$ cat src/hw/rtl/s2r_pkg.sv
// ----------------------------------------------------------------------------
// s2r_pkg
// Shared constants and types for the scalar to RGB colormap pipeline.
// ----------------------------------------------------------------------------
package s2r_pkg;

  localparam int unsigned VALUE_WIDTH_DEF = 24;
  localparam int unsigned QFRAC_DEF       = 16;

  // map modes
  localparam logic [2:0] MODE_DIVERGING = 3'd0;
  localparam logic [2:0] MODE_HOT       = 3'd1;
  localparam logic [2:0] MODE_COLD      = 3'd2;
  localparam logic [2:0] MODE_JET       = 3'd3;
  localparam logic [2:0] MODE_CYCLIC    = 3'd4;
  localparam logic [2:0] MODE_GRAY     = 3'd5;
  localparam logic [2:0] MODE_BLUE      = 3'd6;

  // configuration register indexes
  localparam logic [1:0] CFG_MAP_MODE  = 2'd0;
  localparam logic [1:0] CFG_RANGE_MIN = 2'd1;
  localparam logic [1:0] CFG_RANGE_MAX = 2'd2;

  localparam logic [7:0] COLOR_FULL = 8'd255;
  localparam logic [7:0] JET_BASE   = 8'd144;
  localparam logic [7:0] JET_SPAN   = 8'd111;
  localparam logic [7:0] POS_BASE   = 8'd192;
  localparam logic [7:0] POS_SPAN   = 8'd63;

  // source of one colour channel, picked before the fraction is known
  typedef enum logic [3:0] {
    SRC_ZERO,
    SRC_FULL,
    SRC_UP,
    SRC_DOWN,
    SRC_INV_UP,
    SRC_INV_DOWN,
    SRC_JET,
    SRC_POS,
    SRC_HALF
  } src_e;

  typedef struct packed {
    src_e red;
    src_e green;
    src_e blue;
  } chan_sel_t;

endpackage

$ cat src/hw/rtl/s2r_frac.sv
// ----------------------------------------------------------------------------
// s2r_frac
// Pipelined restoring divider: one fraction bit of num/den per stage.
// ----------------------------------------------------------------------------
module s2r_frac import s2r_pkg::*; #(
  parameter int unsigned VALUE_WIDTH            = VALUE_WIDTH_DEF,
  parameter int unsigned QUOTIENT_FRACTION_BITS = QFRAC_DEF
) (
  input  logic                              clk_i,
  input  logic                              rst_ni,
  input  logic                              adv_i,
  input  logic                              valid_i,
  input  chan_sel_t                         sel_i,
  input  logic [VALUE_WIDTH-1:0]            num_i,
  input  logic [VALUE_WIDTH-1:0]            den_i,
  output logic                              valid_o,
  output chan_sel_t                         sel_o,
  output logic [QUOTIENT_FRACTION_BITS-1:0] frac_o
);

  localparam int unsigned V = VALUE_WIDTH;
  localparam int unsigned Q = QUOTIENT_FRACTION_BITS;

  logic         vld_s [0:Q];
  chan_sel_t    sel_s [0:Q];
  logic [V-1:0] rem_s [0:Q];
  logic [V-1:0] den_s [0:Q];
  logic [Q-1:0] quo_s [0:Q];

  assign vld_s[0] = valid_i;
  assign sel_s[0] = sel_i;
  assign rem_s[0] = num_i;
  assign den_s[0] = den_i;
  assign quo_s[0] = '0;

  for (genvar k = 0; k < Q; k++) begin : g_step
    logic [V:0] r2;
    logic [V:0] dv;
    logic [V:0] sub;
    logic       ge;

    assign r2  = {rem_s[k], 1'b0};
    assign dv  = {1'b0, den_s[k]};
    assign sub = r2 - dv;
    assign ge  = (r2 >= dv);

    always_ff @(posedge clk_i or negedge rst_ni) begin
      if (!rst_ni) begin
        vld_s[k+1] <= 1'b0;
      end else if (adv_i) begin
        vld_s[k+1] <= vld_s[k];
      end
    end

    always_ff @(posedge clk_i) begin
      if (adv_i) begin
        sel_s[k+1] <= sel_s[k];
        den_s[k+1] <= den_s[k];
        rem_s[k+1] <= ge ? sub[V-1:0] : r2[V-1:0];
        quo_s[k+1] <= {quo_s[k][Q-2:0], ge};
      end
    end
  end

  assign valid_o = vld_s[Q];
  assign sel_o   = sel_s[Q];
  assign frac_o  = quo_s[Q];

endmodule

$ cat config.mk
export PLATFORM = sky130hd
export DESIGN_NAME = s2r_frac
export DESIGN_NICKNAME = d
export VERILOG_FILES = /design/src/hw/rtl/s2r_pkg.sv /design/src/hw/rtl/s2r_frac.sv
export SDC_FILE = /design/constraint.sdc
export NUM_CORES = 2
export LEC_CHECK = 0
export BUFFER_PORTS_ARGS = -buffer_cell sky130_fd_sc_hd__buf_2
export CAP_MARGIN = 20
export CORE_AREA = 2 2 314 316
export CTS_CLUSTER_SIZE = 10
export DETAILED_ROUTE_END_ITERATION = 7
export DIE_AREA = 0 0 316 318
export GPL_TIMING_DRIVEN = 0
export PLACE_DENSITY = 0.83
export SYNTH_ARGS = -nofsm -noshare
export SYNTH_HDL_FRONTEND = slang
export SYNTH_SLANG_ARGS = --single-unit
$ cat constraint.sdc
create_clock -name clk_i -period 3.15 [get_ports clk_i]
set_input_delay 0.63 -clock clk_i [delete_from_list [all_inputs] [get_ports clk_i]]
set_output_delay 0.63 -clock clk_i [all_outputs]
set_load 0.005 [all_outputs]
# Word level (Yosys, flattened, before mapping)
# Index checks and enable logic that the tools add are counted.
[classes] add_sub_neg=15 order_cmp=16 muxes=15
[ops] op="$ge 25x24->1" count=16
[ops] op="$mux 24" count=15
[ops] op="$sub 24x24->24" count=15
[totals] register_bits=1064 in_bits=64 output_inout_bits=29 wordCells=171

# Depth between registers and ports, before layout
[logic_depth] ltp_word=2 ltp_mapped=14 mapped_depth_nobuf=12

# Worst setup path before layout
# Ideal clock, no wire load.
[synth_timing] path_kind="input -> register" startpoint="input port den_i[9]" endpoint="register rem_s, in the netlist g_step[1].r2[10] (data pin)" setup_ns=0.260 t_arrival_ns=3.053 t_required_ns=2.890 path_slack_ns=-0.163 stages=13 n_path_buf=2 path_cell_list="inv_1 ha_1 a21oi_1 o211ai_1 a21o_1 o2111ai_1 a31oi_1 o21ai_1 a21o_1 and2_1 buf_2 buf_2 mux2_2"
[synth_between] elab_chain_cells=2 word_cells_on_any_way=3 classes_between="1 x add/sub; 1 x order compare; 1 x mux"
[synth_rtl] element="start: declaration" line_no="s2r_frac.sv:15" text="input logic [VALUE_WIDTH-1:0] den_i,"
[synth_rtl] element="$sub 24x24->24 / $ge 25x24->1 (equally long branches)" line_no="s2r_frac.sv:44, s2r_frac.sv:45"
[synth_rtl] element="$mux 24 (*)" line_no="s2r_frac.sv:59" text="rem_s[k+1] <= ge ? sub[V-1:0] : r2[V-1:0];"
[synth_rtl] element="end signal: indexed assignment" line_no="s2r_frac.sv:59"
[synth_rtl] element="end: declaration" line_no="s2r_frac.sv:26" text="logic [V-1:0] rem_s [0:Q];"
# Every way passes the cells marked *; elsewhere a longest branch is shown, timed or not.
# A chain may end at the register's enable or synchronous reset.

# Worst setup path after layout
[layout_timing] startpoint="register rem_s, in the netlist g_step[14].r2[1]" endpoint="register rem_s, in the netlist g_step[15].r2[6] (data pin)"
[layout_between] elab_chain_cells=2 word_cells_on_any_way=3 classes_between="1 x add/sub; 1 x order compare; 1 x mux"
[layout_rtl] element="$sub 24x24->24 / $ge 25x24->1 (equally long branches)" line_no="s2r_frac.sv:44, s2r_frac.sv:45"
[layout_rtl] element="$mux 24 (*)" line_no="s2r_frac.sv:59"
# Marks and branches as above.

==> metrics <==
CTS max path bufs 3; Post-synth ARST share 1.50%; core area 97400 sq um; Fmax achieved 288 MHz; synth warn 0; Period minus WS final 3470 ps; Routed Antenna Nets 0; post-DP HPWL 84500 um; largest net degree at the start of global routing 132; Critical Path Sink Type flop; unrepaired setup endpoints after global routing yes; reg2reg path depth 13; row cnt 115; H-tree Lvls 3; Synth area leaders edfxtp_1 56%, ha_1 8.6%, mux2_2 4.3%, inv_1 3.3%, a21oi_1 2.5%; Die Ht 318 um; Cells after Synth 4603; first-pass GRT wire length 194000 um; Req. time, crit path 3610 ps; outcome finished, violations left; routed vias/inst 5.95; fin crit share 110%; Post-synth EDFFs 1048; later-pin clock latency in the skew report 750 ps; Initial Util 57.5%; gr usage total 24.3%; synth cell count leaders 1048 x edfxtp_1, 490 x inv_1, 383 x ha_1; routed wl met2 69300 um; violated checks negative setup slack; Final setup viols 131; Worst Slack Setup Final -323 ps; VDD IR max 0.000541 V; launch point of the worst path g_step[14].r2[1]; clk root buf clkbuf_16; Die W 316 um; Mapped Area 56000 sq um; FF+latch count, synth 1064; CP Class reg -> reg; Setup crit start kind flop; max-slew violations 0; Hold Crit Depth 1; Slew @ Worst Pin 1020 ps; Syn Nets 5065; DR WL met3 5590 um; worst-path maximum fanout 5; P_leak 27.1 nW; vias in the first global route 38.2k; Area growth, synth to finish 18.6%; total power 69.2 mW; wire length on met1 43800 um; Syn Area/Cell 12.2 sq um; Final Hold Viols 0; drt drc 0; Top Metal Used met5; initial antenna violation count 2; die area 100000 sq um; Seq/Total Area, Yosys 56.9%; worst r2r src g_step[14].r2[1]; Arrival @ worst endpoint 3930 ps; layout cells sized above 1 20.6%; GR Overflow Total 0; reg-to-reg slack, setup -320 ps; skew final 59.8 ps; Power Density 1040 nW/um^2; Via Count 37.8k; CTS buffer count 121; I/O Pins 93; largest area contributor in the netlist edfxtp_1; Net count, final 5481; DR WL/cell 20.2 um; Slew HR 31.9%; Hold Crit Class in -> reg; CTS tree built; Netlist cell types 86; most frequent cell after synthesis edfxtp_1; GP Congestion 0.964; Max-cap violations 0; Critical path destination g_step[15].r2[6]; fill count 6450; quantity of I/O buffers inserted on ports 92; proportion of netlist area held by the largest area contributor 56.2%; Reg-to-Reg End g_step[15].r2[6]; hold slack 69.3 ps; prevailing post-synth register cell edfxtp_1; 1st-iter DRT viols 2576; routed wire length 128000 um; clock sink count 1064; CTS clk-pin slew, worst paths 60 ps; drt pass-1 iters 5
routing by layer:
metal / GRT usage, % / up-vias
met5: 0 / -
met4: 16.0 / 2
met3: 3.19 / 476
met2: 46.4 / 1308
met1: 24.1 / 18229
li1: - / 17745
cells in the final DEF (no fill, tap or decap), types with 34 or more instances in the layout:
cell / n
edfxtp_1: 1048
inv_1: 476
ha_1: 322
a21oi_1: 260
nor2_1: 244
nand2_1: 239
o21ai_0: 193
buf_4: 182
xnor2_1: 161
a21o_1: 154
clkbuf_16: 129
mux2_2: 123
xor2_1: 111
mux2_4: 109
buf_2: 93
nand3_1: 74
nor3_1: 68
o21a_1: 62
ha_4: 49
nor2b_1: 47
clkbuf_1: 46
and3_1: 45
nand2b_1: 45
nand4_1: 43
a31oi_1: 34
buf_6: 34
repair_timing:
item,in CTS,in global routing
pin swaps,73,118
endpoints found under the setup margin,350,322
cloned,6,8
hold buffers,1,0
buffers inserted,111,85
hold endpoints to repair,16,0
gates resized for setup,351,315
critical path, stage by stage (launching register included):
cell	delay, ps
edfxtp_1	440
ha_4	270
nor2b_4	120
o31a_1	330
o31ai_4	360
and3_4	260
a211o_1	170
and4b_2	280
nor3_4	70
a21oi_4	200
clkinv_4	130
buf_12	150
buf_8	130
mux2_4	290
registers in the layout, summed over array words and instances (netlist names):
register,cells
valid_o,1
sel_s,180
sel_o,12
g_step.r2,360
frac_o,16
den_s,360
vld_s,15
quo_s,120
per-stage QoR:
| stage | setup slack [ps] | util, % | setup TNS, ps | std cells | cell area (sq um) |
|---|---|---|---|---|---|
| floorplan | -2.44 | - | -24.4 | 4603 | 56100 |
| global placement | -14670 | 59.7 | - | 5982 | 58200 |
| detailed placement | -1280 | 59.9 | -311950 | 5990 | 58400 |
| CTS | -155 | 66.2 | -6420 | 6265 | 64500 |
| global route | -400 | 68.2 | -28540 | 6347 | 66400 |
| finish | -323 | 68.2 | -15210 | 6348 | 66400 |
area by class of cell:
cell class | count | area [sq um] | share of cell area, %
Sequential cell | 1064 | 31900 | 48.0
Multi-Input combinational cell | 2939 | 24200 | 36.4
Clock buffer | 143 | 3110 | 4.68
Timing Repair Buffer | 306 | 2710 | 4.08
Inverter | 492 | 1850 | 2.79
Tap cell | 1287 | 1610 | 2.42
Buffer | 95 | 800 | 1.20
Clock inverter | 21 | 280 | 0.422
Antenna cell | 1 | 2.50 | 0.00377
cell families (layout without fill, tap and decap cells):
family	Yosys count	in the layout	synth area share, %
flops	1064	1064	56.9
fa+ha+maj	398	398	9.09
other cells	0	1	0
compound gates	1045	1045	12.0
buf+inv	600	1057	4.30
simple gates	977	977	8.47
mux	246	246	4.92
xor+xnor	273	273	4.27
how the worst min path moves through the flow:
stage | start | slack [ps] | endpoint
floorplan | rst_ni | 330 | valid_o
global placement | sel_s[140] | 400 | sel_s[128]
detailed placement | quo_s[24] | 400 | frac_o[9]
CTS | den_i[16] | 30 | den_s[376]
global route | sel_i[2] | 50 | sel_s[182]
finish | sel_i[2] | 70 | sel_s[182]
where the power goes:
group | internal (mW) | switching (mW) | leakage (nW)
logic | 16.8 | 17.9 | 15.0
clock network | 6.92 | 5.42 | 1.64
registers | 20.4 | 1.86 | 10.4
Note: power is estimated with default switching activity, not from simulation.
