<file path="src/hw/rtl/s2r_pkg.sv">
// ----------------------------------------------------------------------------
// s2r_pkg
// Shared constants and types for the scalar to RGB colormap pipeline.
// ----------------------------------------------------------------------------
package s2r_pkg;

  localparam int unsigned VALUE_WIDTH_DEF = 24;
  localparam int unsigned QFRAC_DEF       = 16;

  // map modes
  localparam logic [2:0] MODE_DIVERGING = 3'd0;
  localparam logic [2:0] MODE_HOT       = 3'd1;
  localparam logic [2:0] MODE_COLD      = 3'd2;
  localparam logic [2:0] MODE_JET       = 3'd3;
  localparam logic [2:0] MODE_CYCLIC    = 3'd4;
  localparam logic [2:0] MODE_GRAY     = 3'd5;
  localparam logic [2:0] MODE_BLUE      = 3'd6;

  // configuration register indexes
  localparam logic [1:0] CFG_MAP_MODE  = 2'd0;
  localparam logic [1:0] CFG_RANGE_MIN = 2'd1;
  localparam logic [1:0] CFG_RANGE_MAX = 2'd2;

  localparam logic [7:0] COLOR_FULL = 8'd255;
  localparam logic [7:0] JET_BASE   = 8'd144;
  localparam logic [7:0] JET_SPAN   = 8'd111;
  localparam logic [7:0] POS_BASE   = 8'd192;
  localparam logic [7:0] POS_SPAN   = 8'd63;

  // source of one colour channel, picked before the fraction is known
  typedef enum logic [3:0] {
    SRC_ZERO,
    SRC_FULL,
    SRC_UP,
    SRC_DOWN,
    SRC_INV_UP,
    SRC_INV_DOWN,
    SRC_JET,
    SRC_POS,
    SRC_HALF
  } src_e;

  typedef struct packed {
    src_e red;
    src_e green;
    src_e blue;
  } chan_sel_t;

endpackage

</file>
<file path="src/hw/rtl/s2r_color.sv">
// ----------------------------------------------------------------------------
// s2r_color
// Scales the fraction into channel terms, then selects and registers RGB.
// ----------------------------------------------------------------------------
module s2r_color import s2r_pkg::*; #(
  parameter int unsigned QUOTIENT_FRACTION_BITS = QFRAC_DEF
) (
  input  logic                              clk_i,
  input  logic                              rst_ni,
  input  logic                              adv_i,
  input  logic                              valid_i,
  input  chan_sel_t                         sel_i,
  input  logic [QUOTIENT_FRACTION_BITS-1:0] frac_i,
  output logic                              valid_o,
  output logic [7:0]                        red_o,
  output logic [7:0]                        green_o,
  output logic [7:0]                        blue_o
);

  localparam int unsigned Q   = QUOTIENT_FRACTION_BITS;
  localparam int unsigned PW  = QUOTIENT_FRACTION_BITS + 8;
  localparam int unsigned PW1 = QUOTIENT_FRACTION_BITS + 9;

  logic [PW-1:0]  m_up, m_jet, m_pos, m_half;
  logic [PW1-1:0] m_down;
  logic [Q:0]     one_minus;
  logic [Q-1:0]   twice_m1;
  logic           above_half;

  assign one_minus  = {1'b1, {Q{1'b0}}} - {1'b0, frac_i};
  assign twice_m1   = {frac_i[Q-2:0], 1'b0};
  assign above_half = frac_i[Q-1] && (frac_i[Q-2:0] != '0);
  assign m_up       = PW'(frac_i) * PW'(COLOR_FULL);
  assign m_jet      = PW'(frac_i) * PW'(JET_SPAN);
  assign m_pos      = PW'(frac_i) * PW'(POS_SPAN);
  assign m_half     = PW'(twice_m1) * PW'(COLOR_FULL);
  assign m_down     = PW1'(one_minus) * PW1'(COLOR_FULL);

  logic       p_vld_q;
  chan_sel_t  p_sel_q;
  logic [7:0] p_up_q, p_down_q, p_jet_q, p_pos_q, p_half_q;

  always_ff @(posedge clk_i or negedge rst_ni) begin
    if (!rst_ni) begin
      p_vld_q <= 1'b0;
    end else if (adv_i) begin
      p_vld_q <= valid_i;
    end
  end

  always_ff @(posedge clk_i) begin
    if (adv_i) begin
      p_sel_q  <= sel_i;
      p_up_q   <= m_up[Q+7:Q];
      p_down_q <= m_down[Q+7:Q];
      p_jet_q  <= m_jet[Q+7:Q];
      p_pos_q  <= m_pos[Q+7:Q];
      p_half_q <= above_half ? m_half[Q+7:Q] : 8'd0;
    end
  end

  function automatic logic [7:0] pick(src_e s, logic [7:0] up, logic [7:0] dn,
                                      logic [7:0] jet, logic [7:0] pos,
                                      logic [7:0] half);
    logic [7:0] r;
    case (s)
      SRC_ZERO:     r = 8'd0;
      SRC_FULL:     r = COLOR_FULL;
      SRC_UP:       r = up;
      SRC_DOWN:     r = dn;
      SRC_INV_UP:   r = COLOR_FULL - up;
      SRC_INV_DOWN: r = COLOR_FULL - dn;
      SRC_JET:      r = JET_BASE + jet;
      SRC_POS:      r = POS_BASE + pos;
      SRC_HALF:     r = half;
      default:      r = 8'd0;
    endcase
    return r;
  endfunction

  always_ff @(posedge clk_i or negedge rst_ni) begin
    if (!rst_ni) begin
      valid_o <= 1'b0;
    end else if (adv_i) begin
      valid_o <= p_vld_q;
    end
  end

  always_ff @(posedge clk_i) begin
    if (adv_i) begin
      red_o   <= pick(p_sel_q.red, p_up_q, p_down_q, p_jet_q, p_pos_q, p_half_q);
      green_o <= pick(p_sel_q.green, p_up_q, p_down_q, p_jet_q, p_pos_q, p_half_q);
      blue_o  <= pick(p_sel_q.blue, p_up_q, p_down_q, p_jet_q, p_pos_q, p_half_q);
    end
  end

endmodule

</file>
<file path="config.mk">
export PLATFORM = sky130hd
export DESIGN_NAME = s2r_color
export DESIGN_NICKNAME = d
export VERILOG_FILES = /design/src/hw/rtl/s2r_pkg.sv /design/src/hw/rtl/s2r_color.sv
export SDC_FILE = /design/constraint.sdc
export NUM_CORES = 1
export LEC_CHECK = 0
export ABC_AREA = 1
export BUFFER_PORTS_ARGS = -buffer_cell sky130_fd_sc_hd__buf_2
export CELL_PAD_IN_SITES_DETAIL_PLACEMENT = 0
export CELL_PAD_IN_SITES_GLOBAL_PLACEMENT = 1
export CORE_MARGIN = 4
export CORE_UTILIZATION = 40
export CTS_CLUSTER_DIAMETER = 80
export DETAILED_ROUTE_END_ITERATION = 8
export GPL_TIMING_DRIVEN = 1
export PLACE_DENSITY = 0.8
export SYNTH_ARGS = -nofsm -noshare
export SYNTH_HDL_FRONTEND = slang
export SYNTH_SLANG_ARGS = --single-unit
</file>
<file path="constraint.sdc">
create_clock -name clk_i -period 3.17 [get_ports clk_i]
set_input_delay 0.634 -clock clk_i [delete_from_list [all_inputs] [get_ports clk_i]]
set_output_delay 0.634 -clock clk_i [all_outputs]
set_load 0.01 [all_outputs]
</file>
---- Yosys cells after proc, flatten, opt, wreduce, memory -nomap -nowiden ----
Cells that the tools add are included.
storage, ports and cells
  word-level logic and storage cells ...... 52
  bits of input ports ..................... 32
  register bits ........................... 75
  output and inout port bits .............. 25
cells by class
  multiplexer cells ....................... 3
  reductions and logical operators ........ 2
  multiply operators ...................... 5
  add/subtract/negate cells ............... 5
  eq/ne operators ......................... 24
operators by type and width
  cell                                                                   count
  8-bit one-hot mux with 8 select lines                                  3
  4-bit by 3-bit equality test with 1-bit output, second input constant  12
  4-bit by 2-bit equality test with 1-bit output, second input constant  6
  16-bit by 8-bit multiplier with 24-bit output, second input constant   1
  17-bit by 8-bit multiplier with 24-bit output, second input constant   1
  15-bit by 8-bit multiplier with 23-bit output, second input constant   1
  16-bit by 7-bit multiplier with 23-bit output, second input constant   1
  16-bit by 6-bit multiplier with 22-bit output, second input constant   1
  17-bit by 16-bit subtractor with 17-bit output, first input constant   1
  8-bit subtractor, first input constant                                 2
  15-bit nonzero test                                                    1
  4-bit by 1-bit equality test with 1-bit output, second input constant  3
  4-bit equality test, second input constant                             3
  7-bit by 7-bit adder with 8-bit output, first input constant           1
  8-bit by 7-bit adder with 8-bit output, first input constant           1
  1-bit logical AND                                                      1

---- Longest topological paths before layout ----
  depth after elaboration ................. 2
  mapped depth ............................ 27
  depth with buffers taken out ............ 27

---- Worst setup path before layout ----
OpenSTA, ideal clock, no wires.
  path type ............................... input to register
  start point ............................. input frac_i[4]
  end point ............................... register p_down_q[7] (data pin)
  setup time .............................. 0.253 ns
  stages on the path ...................... 23
  data required time ...................... 2.917 ns
  buffers on the path ..................... 0
  arrival time ............................ 5.035 ns
  slack ................................... -2.118 ns
  cell sequence ........................... inv_1 > ha_1 > nand2_1 > nor2_8 > nand4_1 > inv_1 > nand2_1 > xor2_1 > fa_1 > inv_1 > fa_1 > fa_1 > inv_1 > fa_1 > inv_1 > ha_1 > nand2_1 > nor2_1 > nand2_1 > nor3_1 > nand2_1 > nand4_1 > nand2_1
between the ends
  cells in the longest elaborated chain, start to end .. 2
ends and longest elaborated chain
  element                                         line             source
  start, declared                                 s2r_color.sv:13  input logic [QUOTIENT_FRACTION_BITS-1:0] frac_i,
  17-bit by 16-bit subtractor with 17-bit output  s2r_color.sv:30  assign one_minus = {1'b1, {Q{1'b0}}} - {1'b0, frac_i};
  17-bit by 8-bit multiplier with 24-bit output   s2r_color.sv:37  assign m_down = PW1'(one_minus) * PW1'(COLOR_FULL);
  via m_down[23]                                  s2r_color.sv:25  logic [PW1-1:0] m_down;
  end signal, assigned                            s2r_color.sv:55  p_down_q <= m_down[Q+7:Q];
  end, declared                                   s2r_color.sv:41  logic [7:0] p_up_q, p_down_q, p_jet_q, p_pos_q, p_half_q;
The timed path passes the listed nets, and every way through them passes these cells.
A chain may end at the register's enable or synchronous reset.

---- Worst setup path in the final report ----
  start point ............................. input frac_i[1]
  end point ............................... register p_down_q[5] (data pin)
Same word-level chain as after synthesis.

==> out/qor.yml <==
status:
  status: "finished, violations left"
  violations: "setup timing"
synthesis:
  synthTopCellsByArea: "fa_1 26%, ha_1 16%, edfxtp_1 15%, inv_1 12%, nand2_1 8.9%"
  yosysSeqAreaShare_pct: 15.3
  synthArstFlopShare_pct: 2.67
  syn-cell-area_um2: 14600
  netlist.area_leader.share_pct: 25.9
  ys_types: 36
  syn-num-nets: 2255
  synth_warnings: 0
  yosys_register_bits: 75
  yosys.area.top_type: "fa_1"
  yosysMostFrequentCell: "inv_1"
  yosys-top-cells-count: "464 x inv_1, 346 x nand2_1, 189 x fa_1"
  avgSynthCellArea_um2: 7.92
  synth_cells: 1849
  synth-edff-count: 73
  yosys_most_used_dff: "edfxtp_1"
routing:
  dr_total_vias: 13606
  drc_errors: 0
  vias_per_cell: 5.02
  drt_iter0_markers: 758
  avgRoutedWirePerCell_um: 17.5
  wirelength_um: 47300
  ant_nets: 0
  drt_pass1_iterations: 5
clock_network:
  cts_root_buffer: "clkbuf_16"
  clockBufferDepth: 2
  cts_tree: "built"
  insertion_delay_ps: 340
  clock-sinks: 75
  clkTransAtPathRegs_ps: 70
  cts_buffers: 9
  htree_levels: 3
placed_design:
  place_area_um2: 18500
  io_buffers: 56
  placed_cells: 2627
  gp_congestion: 0.933
  dpl.hpwl_um: 38700
final_layout:
  final_cells: 2711
  syn_to_final_growth_pct: 47.3
  final.fill_count: 2914
  drive_gt1_share_pct: 40.4
  fin_nets: 2651
  diodes: 0
  fin_area_um2: 21600
global_route:
  grt_pass1_vias: 14344
  grt_overflow: 0
  grt_max_degree: 37
  antenna_found_initial: 3
  grt_first_pass_wirelength_um: 74200
  grtUsageTotal_pct: 23.6
timing:
  finalMaxSlewViolations: 0
  rsz0062_at_grt: "yes"
  timing.fmax_mhz: 207
  fin_ws_ps: -1650
  skew_ps: 13.2
  slew_headroom_pct: 56.8
  period_share_pct: 152
  finalSetupViolations: 37
  hold_viol_final: 0
  period_minus_slack_ps: 4820
  tightest_slew_ps: 647
worst_hold_path:
  hold_class: "in2async"
die:
  die_h_um: 199
  row_count: 69
  fp.dieW_um: 199
  io_pins: 57
  start_util_pct: 40.8
  die_area_um2: 39700
  core-area_um2: 35800
worst_setup_path:
  cp.required_ps: 3270
  critPathLaunchType: "primary input"
  critPathArrivalTime_ps: 4930
  timing.rr.start: "p_sel_q[5]"
  crit_type: "in2reg"
  reg2reg_depth: 8
  path_delay_family: "adder cells"
  path_cells: "buf_8, clkinvlp_4, buf_6, ha_4, nand2_4, nor2_8, nand4_1, xor2_2, buf_4, fa_1, inv_1, fa_1, fa_1, inv_1, fa_1, inv_2, ha_4, nand2_4, nor2_4, nand2_4, nor2_4, a21oi_2, nand4_1, nand2_1"
  cp_common_cell: "fa_1"
  crit_fanout: 4
  end_kind: "register"
  rr_endpoint: "green_o[1]"
  crit_path_max_incr_delay_ps: 540
  cp_slowest_cell: "fa_1"
  r2r_slack_ps: 1360
  cp_num_buf_inv: 7
run:
  maxCapViolCount: 0
[stage by stage]
stage | hold slack (ps) | setup slack [ps] | utilization (%) | TNS, ps
4_1_cts | 57.5 | -1610 | 57.5 | -37770
3_5_place_dp | 425 | -2160 | 51.5 | -56950
6_report | 70.7 | -1650 | 60.2 | -41990
2_1_floorplan | 338 | -1740 | - | -32990
5_1_grt | 61.7 | -1900 | 60.2 | -46500
3_3_place_gp | 419 | -2120 | 51.5 | -55900
[what timing repair did]
item                       CTS  global route
resized for setup          357           198
buffers inserted            48            27
setup endpoints to repair   37            37
hold buffers                 0             0
pin swaps                  194           156
[metal layers]
layer	vias up	track usage [%]	part of all wire (%)
met5	-	0	0
met4	0	7.93	3.7
met3	99	2.24	4.3
met2	366	41.2	50
met1	6535	30.8	42
li1	6606	-	-
[kinds of logic (layout without fill, tap and decap cells)]
kind of cell,count (synthesis),count (layout),share of synthesized area [%]
compound gates,257,257,9.89
xor+xnor,46,46,3.29
fa+ha+maj,374,374,41.7
buf+inv,465,866,11.9
flops,75,75,15.3
simple gates,632,632,17.9
[worst max path at each step]
stage                    from     endpoint  cells past startpoint
floorplan           frac_i[7]  p_down_q[7]                     23
global placement    frac_i[3]  p_down_q[7]                     22
detailed placement  frac_i[1]  p_down_q[3]                     23
CTS                 frac_i[1]  p_down_q[6]                     25
global route        frac_i[1]  p_down_q[6]                     25
finish              frac_i[1]  p_down_q[5]                     24
[flip-flops by register name, indices dropped and copies added, names as in the netlist]
signal / flops
red_o: 8
p_jet_q: 7
p_down_q: 8
p_up_q: 8
p_pos_q: 6
blue_o: 8
valid_o: 1
p_sel_q: 12
p_vld_q: 1
green_o: 8
p_half_q: 8
[layout make-up]
class                   instances  area [um2]  area share, %
repair buffers                385        3120           14.5
multi-input cells            1309       13500           62.5
flip-flops and latches         75        2240           10.4
inverters                     465        1800           8.37
well taps                     461         577           2.68
clock buffers                  10         239           1.11
clock inverters                 6        96.3          0.447
[placed cells by master (no fill, tap or decap), types with 10 or more instances in the layout]
cell type,netlist,final
a21oi_1,89,32
a21oi_2,1,40
a21oi_4,0,18
buf_2,0,46
buf_4,0,274
buf_6,0,47
buf_8,0,11
edfxtp_1,73,73
fa_1,189,153
fa_2,0,36
ha_1,185,115
ha_4,0,69
inv_1,464,405
inv_2,1,42
nand2_1,346,228
nand2_2,0,79
nand2_4,1,37
nand3_1,89,52
nand3_2,0,30
nand4_1,12,12
nor2_1,137,79
nor2_2,0,26
nor2_4,1,33
nor3_1,32,16
nor3_2,0,11
o21ai_0,94,63
o21ai_1,1,15
o21ai_2,0,12
o221ai_1,11,11
o22ai_1,31,31
xnor2_1,13,11
xor2_1,27,16
xor2_4,3,10
Power is left out: the tool's default activity adds up to more than one toggle a clock period on the data nets, which glitch-free logic cannot reach.
