==> src/hw/rtl/s2r_pkg.sv <==
// ----------------------------------------------------------------------------
// s2r_pkg
// Shared constants and types for the scalar to RGB colormap pipeline.
// ----------------------------------------------------------------------------
package s2r_pkg;

  localparam int unsigned VALUE_WIDTH_DEF = 24;
  localparam int unsigned QFRAC_DEF       = 16;

  // map modes
  localparam logic [2:0] MODE_DIVERGING = 3'd0;
  localparam logic [2:0] MODE_HOT       = 3'd1;
  localparam logic [2:0] MODE_COLD      = 3'd2;
  localparam logic [2:0] MODE_JET       = 3'd3;
  localparam logic [2:0] MODE_CYCLIC    = 3'd4;
  localparam logic [2:0] MODE_GRAY     = 3'd5;
  localparam logic [2:0] MODE_BLUE      = 3'd6;

  // configuration register indexes
  localparam logic [1:0] CFG_MAP_MODE  = 2'd0;
  localparam logic [1:0] CFG_RANGE_MIN = 2'd1;
  localparam logic [1:0] CFG_RANGE_MAX = 2'd2;

  localparam logic [7:0] COLOR_FULL = 8'd255;
  localparam logic [7:0] JET_BASE   = 8'd144;
  localparam logic [7:0] JET_SPAN   = 8'd111;
  localparam logic [7:0] POS_BASE   = 8'd192;
  localparam logic [7:0] POS_SPAN   = 8'd63;

  // source of one colour channel, picked before the fraction is known
  typedef enum logic [3:0] {
    SRC_ZERO,
    SRC_FULL,
    SRC_UP,
    SRC_DOWN,
    SRC_INV_UP,
    SRC_INV_DOWN,
    SRC_JET,
    SRC_POS,
    SRC_HALF
  } src_e;

  typedef struct packed {
    src_e red;
    src_e green;
    src_e blue;
  } chan_sel_t;

endpackage

==> src/hw/rtl/s2r_mod.sv <==
// ----------------------------------------------------------------------------
// s2r_mod
// Input stage and bit-serial pipelined remainder of the offset by the range.
// ----------------------------------------------------------------------------
module s2r_mod import s2r_pkg::*; #(
  parameter int unsigned VALUE_WIDTH = VALUE_WIDTH_DEF
) (
  input  logic                   clk_i,
  input  logic                   rst_ni,
  input  logic                   adv_i,
  input  logic                   valid_i,
  input  logic [VALUE_WIDTH-1:0] sample_i,
  input  logic [2:0]             mode_i,
  input  logic [VALUE_WIDTH-1:0] min_i,
  input  logic [VALUE_WIDTH-1:0] max_i,
  output logic                   valid_o,
  output logic [2:0]             mode_o,
  output logic [VALUE_WIDTH-1:0] sample_o,
  output logic [VALUE_WIDTH-1:0] min_o,
  output logic [VALUE_WIDTH-1:0] max_o,
  output logic [VALUE_WIDTH:0]   diff_o,
  output logic [VALUE_WIDTH:0]   span_o,
  output logic [VALUE_WIDTH-1:0] rem_o
);

  localparam int unsigned V = VALUE_WIDTH;
  localparam int unsigned N = VALUE_WIDTH + 1;

  logic           vld_s  [0:N];
  logic [2:0]     mode_s [0:N];
  logic [V-1:0]   smp_s  [0:N];
  logic [V-1:0]   min_s  [0:N];
  logic [V-1:0]   max_s  [0:N];
  logic [V:0]     diff_s [0:N];
  logic [V:0]     span_s [0:N];
  logic [V:0]     dabs_s [0:N];
  logic [V-1:0]   rem_s  [0:N];

  logic [V:0] diff_d, span_d, dabs_d;

  assign diff_d = {sample_i[V-1], sample_i} - {min_i[V-1], min_i};
  assign span_d = {max_i[V-1], max_i} - {min_i[V-1], min_i};
  assign dabs_d = diff_d[V] ? ('0 - diff_d) : diff_d;

  always_ff @(posedge clk_i or negedge rst_ni) begin
    if (!rst_ni) begin
      vld_s[0] <= 1'b0;
    end else if (adv_i) begin
      vld_s[0] <= valid_i;
    end
  end

  always_ff @(posedge clk_i) begin
    if (adv_i) begin
      mode_s[0] <= mode_i;
      smp_s[0]  <= sample_i;
      min_s[0]  <= min_i;
      max_s[0]  <= max_i;
      diff_s[0] <= diff_d;
      span_s[0] <= span_d;
      dabs_s[0] <= dabs_d;
    end
  end

  assign rem_s[0] = '0;

  // one dividend bit per stage, most significant first
  for (genvar k = 0; k < N; k++) begin : g_step
    logic [V:0]   r2;
    logic [V:0]   dv;
    logic [V:0]   sub;
    logic [V-1:0] rem_d;

    assign r2    = {rem_s[k], dabs_s[k][V-k]};
    assign dv    = {1'b0, span_s[k][V-1:0]};
    assign sub   = r2 - dv;
    assign rem_d = (r2 >= dv) ? sub[V-1:0] : r2[V-1:0];

    always_ff @(posedge clk_i or negedge rst_ni) begin
      if (!rst_ni) begin
        vld_s[k+1] <= 1'b0;
      end else if (adv_i) begin
        vld_s[k+1] <= vld_s[k];
      end
    end

    always_ff @(posedge clk_i) begin
      if (adv_i) begin
        mode_s[k+1] <= mode_s[k];
        smp_s[k+1]  <= smp_s[k];
        min_s[k+1]  <= min_s[k];
        max_s[k+1]  <= max_s[k];
        diff_s[k+1] <= diff_s[k];
        span_s[k+1] <= span_s[k];
        dabs_s[k+1] <= dabs_s[k];
        rem_s[k+1]  <= rem_d;
      end
    end
  end

  assign valid_o  = vld_s[N];
  assign mode_o   = mode_s[N];
  assign sample_o = smp_s[N];
  assign min_o    = min_s[N];
  assign max_o    = max_s[N];
  assign diff_o   = diff_s[N];
  assign span_o   = span_s[N];
  assign rem_o    = rem_s[N];

endmodule

==> config.mk <==
export PLATFORM = sky130hd
export DESIGN_NAME = s2r_mod
export DESIGN_NICKNAME = d
export VERILOG_FILES = /design/src/hw/rtl/s2r_pkg.sv /design/src/hw/rtl/s2r_mod.sv
export SDC_FILE = /design/constraint.sdc
export NUM_CORES = 2
export LEC_CHECK = 0
export BUFFER_PORTS_ARGS = -buffer_cell sky130_fd_sc_hd__clkbuf_2
export CAP_MARGIN = 15
export CORE_UTILIZATION = 29
export DETAILED_ROUTE_END_ITERATION = 10
export PLACE_DENSITY = 0.45
export SYNTH_ARGS = -nofsm -noshare
export SYNTH_HDL_FRONTEND = slang
export SYNTH_SLANG_ARGS = --single-unit
==> constraint.sdc <==
create_clock -name clk_i -period 4 [get_ports clk_i]
set_input_delay 0.8 -clock clk_i [delete_from_list [all_inputs] [get_ports clk_i]]
set_output_delay 0.8 -clock clk_i [all_outputs]
set_load 0.01 [all_outputs]
# Word-level counts from Yosys, hierarchy flattened
# Memory sizes are Yosys's and may differ from the RTL's.
# Cells that the tools add are included.
# W data, S select, Z words.
[word_totals]
mem_bits_rw = 3900
elab_cells = 140
register_bits = 626
n_memories = 7
out_inout_bits = 150
[memory_table]
columns = ["memory", "depth", "word_bits", "read_ports", "rd_clocked_by_memory_dff", "wr", "line_no", "rtl"]
rows = [
  ["dabs_s", 26, 25, 25, 0, 26, "s2r_mod.sv:36", "logic [V:0] dabs_s [0:N];"],
  ["diff_s", 26, 25, 26, 0, 26, "s2r_mod.sv:34", "logic [V:0] diff_s [0:N];"],
  ["span_s", 26, 25, 26, 0, 26, "s2r_mod.sv:35", "logic [V:0] span_s [0:N];"],
  ["max_s", 26, 24, 26, 0, 26, "s2r_mod.sv:33", "logic [V-1:0] max_s [0:N];"],
  ["min_s", 26, 24, 26, 0, 26, "s2r_mod.sv:32", "logic [V-1:0] min_s [0:N];"],
  ["smp_s", 26, 24, 26, 0, 26, "s2r_mod.sv:31", "logic [V-1:0] smp_s [0:N];"],
  ["+1 memories", "-", "-", "-", "-", "-", "-", ""],
]
[classes]
add_sub_neg = 28
n_lt_le_gt_ge = 25
n_mux = 28
[ops]
columns = ["cell", "count"]
rows = [
  ["$ge A25 B24 Y1", 24],
  ["$mux W24", 24],
  ["$sub A24 B24 Y24", 24],
  ["$sub A24 B24 Y25", 2],
  ["$mux W25", 1],
  ["$sub A1 B25 Y25 const A", 1],
  ["$ge A1 B24 Y1", 1],
  ["$sub A1 B24 Y24", 1],
  ["$mux W1", 3],
]

# Logic depth before layout (Yosys ltp)
[logic_depth]
ltp_word = 3
mapped_depth = 16

# Worst setup path before layout
# Ideal clock, no wire load.
[synth_timing]
path_kind = "input to register"
startpoint = "input sample_i[0]"
endpoint = "memory dabs_s[0][21] (netlist name), data pin"
path_slack_ns = 0.263
t_required_ns = 3.733
path_buffers = 0
t_arrival_ns = 3.470
path_stages = 14
cell_sequence = "inv_1 -> ha_1 -> fa_1 -> nor2b_1 -> o21ai_1 -> a21oi_1 -> o22ai_2 -> o21ai_2 -> xor2_1 -> nor4_1 -> inv_1 -> or3_4 -> o31a_1 -> xor2_1"
[synth_lines]
columns = ["element", "line_no", "rtl"]
rows = [
  ["from (decl)", "s2r_mod.sv:12", "input logic [VALUE_WIDTH-1:0] sample_i,"],
  ["to (decl)", "s2r_mod.sv:36", ""],
]

==> reports/results.tsv <==
stage	metric	value	unit
floorplanning	rows	275	
clocking	cts_root_buf	clkbuf_16	
logic_synthesis	muxShareOfSynthArea	0.0158	
sta	slew_violations	0	
routing	wl_met3	11900	um
worst_setup_path	end_kind	flop	
pwr	leakage	70.5	nW
sta	setup_viol	0	
logic_synthesis	async_flop_share	0.00623	
logic_synthesis	synth_xor_area_frac	0.0271	
routing	dr.max_layer_used	met4	
logic_synthesis	synthMostInstantiatedCell	edfxtp_1	
pwr	power_frac_clock	0.306	
sta	max_clock_freq	0.259	GHz
floorplanning	core	0.562	mm2
global_routing	antenna_found_initial	20	
logic_synthesis	synth_commonest_cells	edfxtp_1 (4,150), inv_1 (785), ha_1 (627), a21oi_1 (526), nand2_1 (484)	
cells_and_area	drive_above_1_share	0.131	
logic_synthesis	synth_top_family_by_area	compound AO/OA/AOI/OAI gates	
cells_and_area	multi_input_area	0.0344	mm2
logic_synthesis	synth_edf_count	4150	
pwr	power_switching	38.8	mW
logic_synthesis	yosys.area_share.simple	0.0485	
clocking	clock_latency	1.02	ns
logic_synthesis	yosys_most_used_dff	edfxtp_1	
logic_synthesis	synth_fp_nets	10691	
clocking	ctsHtreeMaxLevel	5	
place	gp_congestion	0.846	
clocking	cts_buffers	455	
logic_synthesis	synthesis.area	0.164	mm2
clocking	clockBufferDepth	4	
logic_synthesis	synth_top_cell_area_share	0.762	
global_routing	grt_first_pass_wirelength	503000	um
sta	setup-tns-final	0	ns
min_path	hold_path_class	in -> reg	
place	dpl.hpwl	234000	um
clocking	cts_sinks	4176	
routing	ant_nets	0	
global_routing	gr-total-overflow	0	
routing	drt-met1-wl	147000	um
logic_synthesis	synth_fa_ha_area_frac	0.0511	
logic_synthesis	ys_warn_count	0	
floorplanning	die-area	0.567	mm2
sta	fin_worst_skew	0.110	ns
cells_and_area	seqCellArea	0.125	mm2
logic_synthesis	syn-mean-instance-area	16.4	um2
worst_setup_path	crit_path_max_fanout	23	
clocking	cts.clk_slew.worst_paths	0.06	ns
pwr	power	133	mW
sta	post-route-min-period	3.85	ns
sta	period_share	0.964	
logic_synthesis	synth_seq_cells	4176	
global_routing	grt_usage	0.113	
pwr	p_per_area	694	mW/mm2
worst_setup_path	reg2reg_slack	0.15	ns
logic_synthesis	synth-seq-area-share	0.766	
logic_synthesis	synth_largest_area_cell	edfxtp_1	
routing	drc	0	
routing	via_per_inst	4.32	
sta	finalHoldViolCount	0	
worst_setup_path	worstPathArrival	4.54	ns
logic_synthesis	synth.distinct_cells	95	
logic_synthesis	synthTopCellsByArea	edfxtp_1 (76%), ha_1 (4.8%), inv_1 (1.8%)	
global_routing	grt_pass1_vias	83597	
routing	wl	330000	um
pwr	p_int	94.0	mW
worst_setup_path	crit_path_start_kind	flop	
sta	rsz0062_at_grt	no	
routing	routed-wl-met2	159000	um
run_status	outcome	finished, final reports clean	
floorplanning	start_util	0.291	
pwr	switching_share	0.292	
cells_and_area	fillers	53454	
floorplanning	die_h	753	um
worst_setup_path	critPathKind	reg -> reg	
pwr	combPwrFrac	0.249	
run	drv_cap	0	
cells_and_area	synthToLayoutAreaGrowth	17.1	%
pwr	seqPwrFrac	0.445	
floorplanning	io_pins	229	
clocking	cts_tree	done	
sta	maxSlewHeadroom	0.380	
pwr	peakVddDrop	0.000393	V
routing	drt_iter0_markers	4909	
cells_and_area	layout.nets	11539	
logic_synthesis	synth_compound_area_frac	0.0665	
routing	routedWlPerCell	17.7	um
global_routing	grt_max_degree	144	
floorplanning	die_w	753	um
routing	dr_total_vias	80688	
routing	dr.pass1.iters	6	
sta	tightest_slew	0.930	ns
place	port_buffers	228	
logic_synthesis	netlist_instances	9959	
worst_setup_path	required	4.68	ns
==> logic make-up (layout without fill, tap and decap cells) <==
group / count (synthesis) / count (layout)
DFF: 4176 / 4176
xor gates and xnor gates: 507 / 507
AOI/OAI and AO/OA: 1750 / 1750
and+or+nand+nor: 1644 / 1644
muxes: 232 / 232
adders and majority gates: 653 / 653
other: 0 / 4
buffers and inverters: 997 / 2228
==> routing by layer <==
metal,up-vias,global-route usage
li1,39206,-
met1,39420,0.144
met2,1395,0.194
met3,667,0.0178
met4,0,0.0409
met5,-,0
==> placed cells by master (no fill, tap or decap), types with 72 or more instances in the layout <==
| master | synthesis | routed |
|---|---|---|
| xnor2_1 | 299 | 299 |
| xor2_1 | 208 | 208 |
| a21oi_1 | 526 | 523 |
| clkinv_1 | 0 | 115 |
| nor2_1 | 421 | 419 |
| nand2b_1 | 97 | 97 |
| inv_1 | 785 | 785 |
| clkinv_2 | 0 | 75 |
| nand4_1 | 76 | 76 |
| nor2b_1 | 109 | 109 |
| nor3_1 | 118 | 117 |
| buf_4 | 101 | 252 |
| mux2_2 | 211 | 211 |
| clkbuf_1 | 84 | 99 |
| ha_1 | 627 | 627 |
| o21ai_0 | 449 | 447 |
| buf_12 | 0 | 72 |
| nand3_1 | 97 | 97 |
| nand2_1 | 484 | 484 |
| edfxtp_1 | 4150 | 4150 |
| a21o_1 | 222 | 222 |
| clkbuf_16 | 0 | 460 |
| clkbuf_2 | 0 | 227 |
==> stage by stage <==
stage          hold slack, ns  std cells  setup WS, ns  area [um2]  utilization
6_report                0.118      18673         0.145      192000        0.341
2_1_floorplan           0.400       9959         0.263      164000            -
5_1_grt                0.0394      18670       0.00137      192000        0.341
3_5_place_dp            0.405      17776        -0.263      176000        0.314
3_3_place_gp            0.400      17776        -0.403      176000        0.314
4_1_cts               0.00225      18668        0.0282      191000        0.341
==> final timing paths <==
| path | startpoint | end | cells past startpoint |
|---|---|---|---|
| max | span_s[0][251]$_DFFE_PP_ | g_step[11].r2[19]$_DFFE_PP_ | 14 |
| min | max_i[3] | max_s[0][3]$_DFFE_PP_ | 1 |
| max reg2reg | span_s[0][251]$_DFFE_PP_ | g_step[11].r2[19]$_DFFE_PP_ | 14 |
| min reg2reg | diff_s[2][174]$_DFFE_PP_ | diff_s[2][199]$_DFFE_PP_ | 0 |
| max in group asynchronous | rst_ni | vld_s[21]$_DFFE_PN0P_ | 2 |
| min in group asynchronous | rst_ni | vld_s[15]$_DFFE_PN0P_ | 2 |
==> critical path, cell delays in order, from the launching register on <==
cell and delay [ns]:
edfxtp_1 0.44, inv_1 0.09, ha_1 0.23, nor2b_1 0.14, o21ai_1 0.18, a21oi_1 0.13
or4_1 0.50, a21oi_1 0.25, o21a_1 0.24, o211ai_1 0.22, nand4_1 0.24, a31oi_1 0.11
a211o_1 0.28, buf_12 0.18, mux2_2 0.29
==> final cells by class <==
| cell class | count | area share |
|---|---|---|
| sequential | 4176 | 0.654 |
| multi-input combinational | 4786 | 0.179 |
| clock buffer | 563 | 0.0623 |
| tap | 7479 | 0.0489 |
| timing repair buffer | 603 | 0.0261 |
| inverter | 785 | 0.0154 |
| clock inverter | 277 | 0.0139 |
| antenna | 4 | 0.0000523 |
==> state kept, by name, indices dropped and copies added (netlist names), 78 cells and up <==
name       flops
dabs_s       325
diff_s       625
g_step.r2    576
max_s        624
min_s        624
mode_s        78
smp_s        624
span_s       650
==> repair_timing <==
item | CTS | global route
buffers inserted | 0 | 1
setup endpoints to repair | 5 | 85
hold endpoints to repair | 77 | 0
gates resized for setup | 1 | 20
pin swaps | 0 | 2
hold buffers | 52 | 0
==> power groups by stage <==
stage | Clock [mW] | Sequential (mW) | Combinational [mW]
after floorplan | 0 | 58.3 | 23.4
after global placement | 0 | 60.1 | 32.6
after detailed placement | 0 | 60.1 | 32.9
after CTS | 42.5 | 59.3 | 33.3
after global routing | 44.0 | 59.7 | 36.8
final | 40.7 | 59.1 | 33.1
(Power assumes the default switching activity.)
